File: src/hdl/chained_hash_set_defines.svh
// ----------------------------------------------------------------------------
// chained_hash_set_defines
// Assertion macros for the chained hash set.
// ----------------------------------------------------------------------------
`ifndef CHAINED_HASH_SET_DEFINES_SVH
`define CHAINED_HASH_SET_DEFINES_SVH
`ifndef SYNTHESIS
`define CHS_ASSERT_IMPL(label, clk, rst, prop, msg) \
  label: assert property (@(posedge clk) disable iff (rst) prop) else $error(msg);
`define CHS_ASSERT_NORST(label, clk, prop, msg) \
  label: assert property (@(posedge clk) prop) else $error(msg);
`else
`define CHS_ASSERT_IMPL(label, clk, rst, prop, msg)
`define CHS_ASSERT_NORST(label, clk, prop, msg)
`endif
`endif

File: src/hdl/chs_pkg.sv
// ----------------------------------------------------------------------------
// chs_pkg
// Types and constants shared by the chained hash set.
// ----------------------------------------------------------------------------
`default_nettype none
package chs_pkg;
  localparam int BUCKETS = 256;
  localparam int NODES   = 1024;
  localparam int BW      = $clog2(BUCKETS);
  localparam int NW      = $clog2(NODES);
  localparam int LW      = NW + 1;       // link: node index or null
  localparam int CW      = 9;

  localparam logic [1:0] FUNC_INSERT = 2'd0;
  localparam logic [1:0] FUNC_SEARCH = 2'd1;
  localparam logic [1:0] FUNC_REMOVE = 2'd2;
  localparam logic [1:0] FUNC_UNUSED = 2'd3;

  localparam logic [LW-1:0] NIL = LW'(NODES);

  typedef struct packed {
    logic [1:0]         func;
    logic signed [31:0] key_value;
  } chs_in_t;

  typedef struct packed {
    logic found;
    logic status;
  } chs_out_t;

  typedef struct packed {
    logic          start;
    logic [31:0]   dividend;
    logic [CW-1:0] divisor;
  } chs_div_req_t;
endpackage
`default_nettype wire

File: src/hdl/chs_mod.sv
// ----------------------------------------------------------------------------
// chs_mod
// Bit-serial remainder of a 32-bit magnitude by the bucket count.
// ----------------------------------------------------------------------------
`default_nettype none
module chs_mod (
  input  wire logic                  clk,
  input  wire logic                  rst,
  input  wire chs_pkg::chs_div_req_t req,
  output logic                       done,
  output logic [chs_pkg::CW-1:0]     rem
);
  import chs_pkg::*;

  logic [31:0]   dvd;
  logic [CW-1:0] dvs;
  logic [5:0]    cnt;
  logic          run;
  logic [CW:0]   trial;
  logic [CW:0]   shifted;

  always_comb begin
    shifted = {rem, dvd[31]};
    trial   = shifted - {1'b0, dvs};
  end

  always_ff @(posedge clk) begin
    if (rst) begin
      run  <= 1'b0;
      cnt  <= '0;
      done <= 1'b0;
    end else if (req.start) begin
      run  <= 1'b1;
      cnt  <= '0;
      dvd  <= req.dividend;
      dvs  <= req.divisor;
      rem  <= '0;
      done <= 1'b0;
    end else if (run) begin
      dvd  <= {dvd[30:0], 1'b0};
      rem  <= trial[CW] ? shifted[CW-1:0] : trial[CW-1:0];
      cnt  <= cnt + 6'd1;
      done <= (cnt == 6'd31);
      if (cnt == 6'd31) run <= 1'b0;
    end else begin
      done <= 1'b0;
    end
  end
endmodule
`default_nettype wire

File: config.mk
export PLATFORM = sky130hd
export DESIGN_NAME = chs_mod
export DESIGN_NICKNAME = d
export VERILOG_FILES = /design/src/hdl/chained_hash_set_defines.svh /design/src/hdl/chs_pkg.sv /design/src/hdl/chs_mod.sv
export SDC_FILE = /design/constraint.sdc
export NUM_CORES = 1
export LEC_CHECK = 0
export BUFFER_PORTS_ARGS = -buffer_cell sky130_fd_sc_hd__buf_2
export CORE_MARGIN = 2
export CORE_UTILIZATION = 55
export DETAILED_ROUTE_END_ITERATION = 8
export PLACE_DENSITY = 0.9
export SYNTH_ARGS = -nofsm -noshare
export SYNTH_HDL_FRONTEND = slang
export SYNTH_SLANG_ARGS = --single-unit
export TNS_END_PERCENT = 20
File: constraint.sdc
create_clock -name clk -period 3.9 [get_ports clk]
set_input_delay 0.78 -clock clk [delete_from_list [all_inputs] [get_ports clk]]
set_output_delay 0.78 -clock clk [all_outputs]
set_load 0.005 [all_outputs]
==> run summary, run 1 <==
The flow ran to the end, and the final reports show no timing, DRC or antenna violations. The largest total area in the synthesized netlist belongs to edfxtp_1. The count of synthesis-stage warnings from yosys is 0. The row count came out at 26. The antenna violation net count after detailed routing is 0. Global routing finished with a remaining overflow of 0. STA classifies the critical path endpoint as a flop.

The register area share after synthesis is 56.7%. The end of the worst register-to-register path is rem[3]$_SDFFCE_PP0P_. The cell count after synthesis came out at 226. The number of hold-slack violations in the final timing report is 0. The startpoint identified for the worst hold timing path is cnt[5]$_SDFFE_PP0P_.

After synthesis, the share of flip-flops with an asynchronous set or reset is 0%. The clock input transition at the sequential cells of the worst setup and hold paths is 0.07 ns. The number of global-route vias before repair is 2020. The maximum level of the CTS H-tree came out at 3. After synthesis, the netlist uses 44 different library cells.

The number of synthesized flops with an enable pin came out at 50. The effective utilization at floorplan came out at 57.3%. edfxtp_1 is the most common cell in the netlist.

The maximum clock frequency is 0.362 GHz. The most critical setup path has its startpoint at rem[1]$_SDFFCE_PP0P_. The setup path with the least slack is of type flop to flop.

The placer congestion estimate came out at 0.875. The latest clock arrival within the worst-skew pair is 0.33 ns. The first-pass detailed-route iteration total came out at 4. The total of max-cap violations came out at 0.

The mapped cell area is 2930 um2. The count of final max-slew check failures is 0. The TritonCTS clock tree is done. The overall track demand over capacity in global routing came out at 20.8%. The count of hold-fix buffers inserted at cts is 0. The non-filler instance count after layout is 355.

The number of failing setup endpoints in the final timing report is 0. In the final routed layout, each cell accounts on average for 15.9 um. The height of the die is 77.0 um. The per-cell via count in the routed design is 5.59.

Measured along the x axis, the die boundary spans 77.0 um. For this block, the routed nets add up to 5650 um of wire. The slew at the pin closest to its max-slew limit came out at 1.11 ns.

After floorplanning, the core was sized to cover 5110 um2. Cells with a size suffix above 1 make up 36.8% of the layout. The total CTS buffers came out at 9. The static leakage power came out at 1.40 nW. The tree is rooted in a clkbuf_8.

The TritonCTS sink count came out at 58. Counting instances in the post-synthesis netlist gives the leading cell types as edfxtp_1, mux2_2, nor2_1. Setup total negative slack on the finished layout was measured at 0 ns. After the first detailed-routing iteration, the DRC count stood at 195. After clock tree synthesis, the setup repair step added 0 buffers. The initial antenna violation count is 0.

The layout overhead on the synthesized area came out at 17.0%. For this run, the post-layout net count is 335. The critical path goes through ha_1 -> and3b_1 -> o2111a_1 -> or4b_1 -> and3_4 -> a31o_1. The number of cells in the design after placement is 339. The power density of the placed cells is 455 nW/um2. Entering global routing, the biggest net connects 43 pins. The count of buffers from port buffering is 53. The share of Yosys cell area claimed by the top area cell type came out at 51.3%. For this design, the slowest cell found on the critical path is or4b_1. The arrival time at the worst endpoint came out at 2.85 ns.

After synthesis, the cell types taking the most area are edfxtp_1, mux2_2, dfxtp_1, ha_1, nor2_1. The average instance in the mapped netlist occupies 13.0 um2. The depth of the worst register-to-register path is 6. Summing over every cut layer, the via total after detailed routing is 1985. Counting I/O delays and the setup requirement, the final critical path takes 2.76 ns. The data required time at the worst endpoint is 3.98 ns.

The worst-case clock buffer depth is 2. The total inserted antenna cells came out at 0. Synthesis inferred 58 register bits. The maximum vdd drop came out at 0.282 mV. The number of gates resized after cts came out at 0. The total half-perimeter wirelength after legalization and detailed placement is 3810 um. Among all flip-flop cells after synthesis, the most frequent one is edfxtp_1. The biggest cell delay along the critical path is 0.70 ns. The first-pass GRT wire length is 9270 um. STA classifies the critical path startpoint as a flop. Setup repair after global routing left no endpoint under its margin.

The number of nets produced by synthesis is 281. The worst clock skew on the final layout is 0.00585 ns. The worst hold path terminates at cnt[5]$_SDFFE_PP0P_. Of all nets on the critical path, the largest fanout is 9. The min-delay analysis places its worst path in the category flop to flop. The boundary pin count came out at 54. The full die area is 5930 um2. The startpoint of the worst-slack reg-to-reg timing path is rem[1]$_SDFFCE_PP0P_. The setup slack of the most critical reg-to-reg path is 1.14 ns. In the routed design, unresolved DRC markers number 0. The cell depth of the worst hold path came out at 2. The relative max-transition margin came out at 25.9%. The part of the cycle the worst path needs came out at 70.9%.
[cell usage in the layout (no fill, tap or decap), types with 5 or more instances in the layout]
cell      count
a21oi_1       6
buf_2        53
clkbuf_8      9
dfxtp_1       8
edfxtp_1     50
ha_1         10
inv_1        13
mux2_2       31
nand2_1       8
nand4_1       5
nor2_1       14
o21ai_0       5
xor2_1        5
[power by group]
group          internal, mW  switching (mW)
registers             0.731          0.0193
clock network         0.294           0.228
logic                 0.135           0.152
[worst max-delay path: cells and delay by family, from the launching register on]
| family | cells | cell delay [ns] |
|---|---|---|
| AND/OR/NAND/NOR | 3 | 1.21 |
| AO/OA/AOI/OAI | 2 | 0.49 |
| flip-flops | 1 | 0.41 |
| adder cells (fa/ha/maj) | 1 | 0.39 |
[through the flow]
step / instance area (um2) / total power, mW / worst slack, ns / utilization [%] / hold slack [ns]
CTS: 3430 / 1.57 / 1.17 / 67.1 / 0.503
finish: 3430 / 1.56 / 1.14 / 67.1 / 0.505
global route: 3430 / 1.63 / 1.05 / 67.1 / 0.524
floorplan: 2930 / 0.972 / 0.243 / - / 0.459
detailed placement: 3250 / 1.04 / 1.21 / 63.6 / 0.493
global placement: 3250 / 1.03 / 1.26 / 63.6 / 0.469
[cells by family after synthesis]
logic type	after synthesis	share of synthesized area, %
flops	58	56.7
buf+inv	24	3.37
simple gates	57	10.7
fa+ha+maj	11	4.96
xor+xnor	8	2.39
compound gates	34	8.93
mux	34	12.9
[worst max-delay path by stage]
stage	end	cells after the start
after global routing	rem[3]$_SDFFCE_PP0P_	6
final	rem[3]$_SDFFCE_PP0P_	6
after CTS	rem[3]$_SDFFCE_PP0P_	6
after global placement	rem[3]$_SDFFCE_PP0P_	6
after detailed placement	rem[3]$_SDFFCE_PP0P_	6
after floorplan	dvd[0]$_SDFFCE_PN0P_	4
[sequential cells by signal, indices dropped and copies added (netlist names)]
name  flops
rem       9
cnt       6
run       1
done      1
dvd      32
dvs       9
[cell type report]
type / instances / area (um2)
inverters: 13 / 48.8
clock inverters: 3 / 40.0
repair buffers: 54 / 273
fillers: 384 / 1680
well taps: 70 / 87.6
flip-flops and latches: 58 / 1660
clock buffers: 13 / 139
multi-input cells: 144 / 1180
[routing by layer]
metal	vias to the layer above	wire [um]	global-route usage [%]
li1	954	-	-
met1	953	2280	23.6
met2	67	2920	35.9
met3	11	353	7.18
met4	0	100	8.39
met5	-	0	0
Power figures use the tool's default switching activity.
==> inputs of run 2 (changes only) <==
Settings changed: ABC_AREA set to 1, CORE_UTILIZATION 55 to 50, PLACE_DENSITY 0.9 to 0.87.
Clock period 3.9 ns to 2.46 ns, I/O delays scaled along.
==> run summary, run 2 <==
The met3 track demand over resource in global routing is 7.78%. Clock-pin slew was measured on the worst setup and hold paths at 0.07 ns. The arrival time at the worst endpoint came out at 2.13 ns. The number of gates resized after cts is 0.

In the post-synthesis netlist, the biggest area contributors are edfxtp_1, nand2_1, dfxtp_1, inv_1, ha_1. The via count came out at 2277. Counting along the longest clock path gives a buffer depth of 2. The startpoint identified for the worst register-to-register timing path is rem[5]$_SDFFCE_PP0P_. The number of global-route vias before repair came to 2228.

The flip-flop and latch count after synthesis is 58. The total of max-cap violations is 0. The type of the tightest min-delay check is primary input to flop. In this run the most used layer during global routing was met2.

The layout overhead on the synthesized area came out at 19.7%. The setup slack of the most critical reg-to-reg path is 0.41 ns. STA classifies the critical path endpoint as a flop. The final wirelength came out at 5830 um. The largest registers in the layout are dvd (32), dvs (9), rem (9). The register area share after synthesis came out at 56.4%. Setup violations remaining at the end of the flow were counted as 0. Counting every instance in the synthesized netlist gives 334. The row count is 27. The flow ran to the end, and the final reports show no timing, DRC or antenna violations.

The total half-perimeter wirelength after legalization and detailed placement is 4330 um. The residual overflow from global routing is 0. The layout cell share with drive strength beyond 1 is 21.5%.

The maximum level of the CTS H-tree came out at 3. STA classifies the critical path startpoint as a flop. From left edge to right edge, the die measures 80.8 um. The count of final max-slew check failures came out at 0. For the finished layout, the period the worst path requires is 2.05 ns. The full die area came out at 6530 um2. In the routed layout, each cell is associated on average with a via count of 4.82. 54 I/O pins were placed. During synthesis, Yosys emitted a total of 0 warnings. Yosys instantiated no cell more often than nand2_1.

The number of hold-slack violations in the final timing report was 0. The part of the cycle the worst path needs came out at 83.4%. After synthesis, the most frequently instantiated cells are nand2_1, edfxtp_1, inv_1. The register with the most flip-flops in the layout has 32 of them. The average routed wire per standard cell came out at 12.3 um. The signal on the critical path passes through ha_1 -> nand2_1 -> nand2_1 -> a21oi_2 -> nand3_2 -> nand2_4 -> nand2_4 -> nor2_1 -> nor2_1.

The placer congestion estimate is 0.854. Timing would allow up to 0.488 GHz. The net total in the final layout is 450. The critical path starts at rem[5]$_SDFFCE_PP0P_. Leaving out fill and tap cells, the most frequent cells in the layout are nand2_1, buf_2, edfxtp_1. The maximum fanout along the worst path is 5.

The number of synthesized flops with an enable pin is 50. The cell area after placement came out at 3320 um2. The cell area that synthesis handed to floorplanning was 2950 um2. Dividing the synthesized area by the synthesized cell count gives 8.83 um2. The detailed router finished its first iteration with 136 violations.

For this design, the CTS-stage hold fixing added 0 buffers. In the routed design, unresolved DRC markers number 0. IR analysis of the VDD net gives a maximum drop of 0.454 mV. The core region area is 5610 um2. Clock tree synthesis found a total of 58 sinks.

The count of buffers from port buffering is 53. The cell taking the most area after synthesis is edfxtp_1. The number of distinct library cells after synthesis came out at 28. dvd holds more flip-flops than any other register.

The setup TNS after final layout came out at 0 ns. The total CTS buffers is 9. The total inserted antenna cells came out at 0. The height of the die is 80.8 um. The critical path buffer and inverter count is 0. The effective utilization at floorplan came out at 52.6%.

The cell family contributing the most delay on the critical path is simple AND/OR/NAND/NOR gates. The cell depth of the worst hold path came out at 1. The antenna violation net count after detailed routing is 0.

The overall power of the completed layout is 2.68 mW. The type of the setup path with the least slack is flop to flop. The number of buffers added for setup after CTS is 0. Following the worst setup path forward leads to its endpoint at rem[7]$_SDFFCE_PP0P_. After filler insertion, the fill cell instance count of the layout stands at 486.

The initial antenna violation count is 0. The power density of the placed cells came out at 759 nW/um2. In the synthesized netlist the dominant register cell turns out to be edfxtp_1. The first detailed-routing pass ran for 4 iterations.

On the critical path, the stage with the largest delay is an instance of edfxtp_1. For this run, asynchronously set or reset flops after synthesis account for 0%. The endpoint identified for the worst register-to-register timing path is rem[7]$_SDFFCE_PP0P_. The biggest cell delay along the critical path came out at 0.43 ns. The data required time at the worst endpoint came out at 2.54 ns.

The share of Yosys cell area claimed by the top area cell type came out at 50.9%. The worst clock skew on the final layout is 0.00743 ns. The final standard cell area without fillers came out at 3530 um2.

Entering global routing, the biggest net connects 43 pins. The static leakage power came out at 1.72 nW. Setup repair after global routing left no endpoint under its margin. The TritonCTS clock tree is done.

The path length in cells of the critical path came out at 9. The first global-routing pass estimated 9800 um of wire. The relative max-transition margin is 31.9%. The clock reaches the later pin of the worst-skew pair after 0.33 ns. CTS placed an instance of clkbuf_8 at the clock tree root.

For met2 alone, demand over resource in global routing was 32.9%. The library cell used most frequently in the layout, excluding fill and tap cells, is nand2_1. The number of nets produced by synthesis came out at 389.

The worst register-to-register path has a depth of 9. Global routing used 20.3% of the available tracks across all layers. The slew at the pin closest to its max-slew limit came out at 1.02 ns. In the global route stage, met1 resource usage came out at 24.7%.
-- run 2: changes by cell type after synthesis, moves of 4 or more --
cell and delta:
nor2b_1 -4, or3_1 -4, nand3_1 +10, nor2_1 +18, nand4_1 -5, buf_1 -4
nand2_1 +134, mux2_2 -31, inv_1 +21
-- run 2: final cells by class --
class	instances	area, um2	area share [%]
clock buffer	10	128	3.62
clock inverter	6	81.3	2.30
inverter	35	131	3.72
multi-input combinational	233	1130	32.2
sequential	58	1660	47.1
tap	72	90.1	2.55
timing repair buffer	58	303	8.58
-- run 2: worst register-to-register path: cells and delay by family (launching register included) --
kind            cells  cell delay, ns
compound gates      1            0.27
fa+ha+maj           1            0.38
simple gates        7            0.73
flops               1            0.43
-- run 2: stage by stage --
stage	std cells	setup WS, ns	utilization (%)	hold slack [ns]
final	472	0.409	62.9	0.335
after global routing	472	0.229	62.9	0.307
after CTS	472	0.415	62.9	0.314
after detailed placement	456	0.334	59.2	0.504
after global placement	456	0.389	59.2	0.494
after floorplan	334	0.124	-	0.467
-- run 2: kinds of logic (layout without fill, tap and decap cells) --
family / after synthesis / after routing / synth area share, %
AO/OA/AOI/OAI: 13 / 13 / 2.80
flip-flops: 58 / 58 / 56.4
adder cells (fa/ha/maj): 11 / 11 / 4.92
XOR/XNOR: 4 / 4 / 1.19
buffers and inverters: 43 / 109 / 5.52
AND/OR/NAND/NOR: 205 / 205 / 29.2
-- run 2: worst min-delay path by stage --
stage / startpoint / endpoint / slack, ns
floorplan: run$_SDFF_PP0_ / cnt[1]$_SDFFE_PP0P_ / 0.47
global placement: dvd[16]$_DFFE_PP_ / dvd[17]$_DFFE_PP_ / 0.49
detailed placement: dvd[19]$_DFFE_PP_ / dvd[20]$_DFFE_PP_ / 0.50
CTS: req[0] / dvs[0]$_DFFE_PP_ / 0.31
global route: req[0] / dvs[0]$_DFFE_PP_ / 0.31
finish: req[0] / dvs[0]$_DFFE_PP_ / 0.33
-- run 2: power by group --
part	switching, mW	leakage (nW)	total [mW]	internal, mW
Sequential	0.0429	0.551	1.22	1.18
Clock	0.367	0.104	0.930	0.563
Combinational	0.322	1.07	0.525	0.204
-- run 2: routing by layer --
layer / wire, um / vias up
met1: 2620 / 1028
met2: 2860 / 56
met3: 290 / 6
li1: - / 1187
met5: 0 / -
met4: 61 / 0
==> inputs of run 3 (changes only) <==
Settings changed: CORE_UTILIZATION 50 to 55, PLACE_DENSITY 0.87 to 0.9.
Clock period 2.46 ns to 2.1 ns, I/O delays scaled along.
==> run summary, run 3 (synthesis gave the netlist of run 2 again) <==
The part of the cycle the worst path needs is 93.6%. The largest registers in the layout are dvd (32), dvs (9), rem (9). The maximum clock frequency is 0.509 GHz.

The biggest cell delay along the critical path is 0.41 ns. The TritonCTS sink count came out at 58. The count of final max-slew check failures came to 0.

The start point of the critical path is rem[7]$_SDFFCE_PP0P_. The initial utilization of the core area, before any placement, comes to 57.4%. The count of buffers from port buffering came out at 53.

In this run the critical register-to-register path is captured at rem[7]$_SDFFCE_PP0P_. For the worst setup path, the data arrival time is 2.05 ns. The data required time at the worst endpoint came out at 2.19 ns.

The number of cells on the worst reg-to-reg path is 9. For this run the aggregate overflow at the end of global routing stands at 0. The net total in the final layout came out at 450.

Leaving out fill and tap cells, the most frequent cells in the layout are nand2_1, buf_2, edfxtp_1. The maximum level of the CTS H-tree is 3. The slew at the pin closest to its max-slew limit is 0.472 ns. The first-pass GRT wire length came out at 9330 um.

The number of global-route vias before repair came out at 2183. The antenna violation net count after detailed routing came out at 0. The die width is 77.2 um.

Leaving out fill and tap cells, the most frequent cell in the layout is nand2_1. The DRC violations left is 0. The number of filler cells placed in the layout is 432. The type of the setup path with the least slack is flop to flop. The worst clock skew on the final layout is 0.00647 ns.

The average routed wire per standard cell is 12.0 um. The minimum clock period came out at 1.97 ns. The setup TNS after final layout came out at 0 ns. The startpoint of the worst-slack reg-to-reg timing path is rem[7]$_SDFFCE_PP0P_.

The first-pass detailed-route iteration total is 4. The height of the die came out at 77.2 um. Setup repair after global routing left no endpoint under its margin. The initial antenna violation count is 1. The number of hold-slack violations in the final timing report came out at 0. In the final layout, flip-flops and latches occupy 1660 um2. The full die area is 5960 um2.

The power density of the placed cells is 826 nW/um2. The total CTS buffers is 9. After clock tree synthesis, the clock-pin slew on the worst setup and hold paths is 0.06 ns. TritonCTS built the clock tree. The row count is 26.

The routed layout has 2302 vias. For this design, the slowest cell found on the critical path is edfxtp_1. The maximum fanout along the worst path came out at 5. Summed over all cells, the static leakage comes to 1.70 nW. In this run the worst hold path is classified as primary input to flop. The final wirelength came out at 5630 um. The number of flip-flops under the largest register name came out at 32.

Across the run, the number of max-cap violations was 0. Once detailed placement completed, the half-perimeter wirelength came to 4170 um. The placer congestion estimate came out at 0.865. The maximum number of pins on one net before global-route repair is 35. Traced cell by cell, the critical path runs through ha_1 -> nand2_1 -> inv_1 -> a21oi_4 -> nand3_4 -> nand2_4 -> nand2_4 -> nor2_1 -> nor2_1. The tree is rooted in a clkbuf_8. The worst setup path is captured at a flop.

The run finished with clean final reports. Following the worst setup path forward leads to its endpoint at rem[7]$_SDFFCE_PP0P_. The count of hold-fix buffers inserted at cts came out at 0. The layout overhead on the synthesized area came out at 19.0%. The core region area is 5140 um2. The latest clock arrival within the worst-skew pair came out at 0.33 ns.

The post-layout utilization of the core is 68.2%. The worst-case clock buffer depth is 2. The overall track demand over capacity in global routing is 20.2%.

The register with the most flip-flops is dvd. The cell area after placement is 3330 um2. The number of failing setup endpoints in the final timing report is 0. The final standard cell area without fillers came out at 3510 um2.

STA classifies the critical path startpoint as a flop. The relative max-transition margin came out at 68.4%. Summing all multi-input logic gate instances after layout gives 1160 um2. The maximum vdd drop came out at 0.613 mV. The total inserted antenna cells came out at 0. The number of DRC violations after detailed-routing iteration 0 came out at 93. The setup slack of the most critical reg-to-reg path is 0.13 ns. Cells with a size suffix above 1 make up 21.5% of the layout. During I/O placement, the number of pins put on the boundary was 54. After detailed routing, the number of vias per cell comes to 4.90.
==> run 3: cell types whose count changed in the layout (fill, tap and decap cells not counted) <==
cell	previous run	this run
buf_4	5	4
o21ai_1	1	0
bufinv_16	2	0
a21oi_4	0	1
a21oi_2	2	1
o21ai_2	0	1
nand3_4	0	1
ha_1	10	8
clkinv_1	2	4
ha_2	0	2
nand3_2	2	1
clkbuf_1	1	2
buf_12	0	1
clkinvlp_4	1	0
==> run 3: area by class of cell <==
class,count,share of cell area (%)
sequential,58,47.4
clock inverter,5,0.606
multi-input combinational,233,33.0
inverter,35,3.75
clock buffer,11,3.75
timing repair buffer,58,8.99
tap,70,2.50
==> run 3: report_power, final <==
part / total, mW / internal [mW] / switching [mW]
clock: 0.827 / 0.412 / 0.415
sequential: 1.43 / 1.38 / 0.0487
combinational: 0.639 / 0.250 / 0.389
total: 2.90 / 2.04 / 0.853
==> run 3: how the worst min path moves through the flow <==
stage	to	cells after the start	slack, ns	start
floorplan	cnt[1]$_SDFFE_PP0P_	1	0.47	run$_SDFF_PP0_
global placement	dvd[29]$_DFFE_PP_	2	0.49	dvd[28]$_DFFE_PP_
detailed placement	dvd[10]$_DFFE_PP_	2	0.50	dvd[9]$_DFFE_PP_
CTS	dvs[8]$_DFFE_PP_	1	0.24	req[8]
global route	dvs[2]$_DFFE_PP_	1	0.25	req[2]
finish	dvs[4]$_DFFE_PP_	1	0.26	req[4]
==> run 3: metal layers <==
layer	global-route usage, %	vias up	wire length, um
met5	0	-	17
met1	24.4	1029	2440
li1	-	1196	-
met3	5.88	14	294
met2	33.7	61	2770
met4	8.75	2	103
==> run 3: per-stage QoR <==
stage / hold WS (ns) / power, mW / setup slack [ns] / cells
after floorplan: 0.467 / 1.89 / 0.209 / 334
after global placement: 0.493 / 2.05 / 0.0997 / 454
after detailed placement: 0.503 / 2.08 / 0.0753 / 454
after CTS: 0.243 / 2.90 / 0.0509 / 470
after global routing: 0.247 / 3.07 / 0.00682 / 470
final: 0.259 / 2.90 / 0.134 / 470
==> run 3: worst max-delay path, delay by kind of cell (launching register included) <==
family	cells	cell delay (ns)
adders and majority gates	1	0.37
AOI/OAI and AO/OA	1	0.24
DFF	1	0.41
and+or+nand+nor	6	0.61
buffers and inverters	1	0.09
==> run 3: repair_timing <==
item	CTS	global route
hold endpoints to repair	0	0
gates resized for setup	0	5
setup endpoints to repair	0	9
buffers inserted	0	0
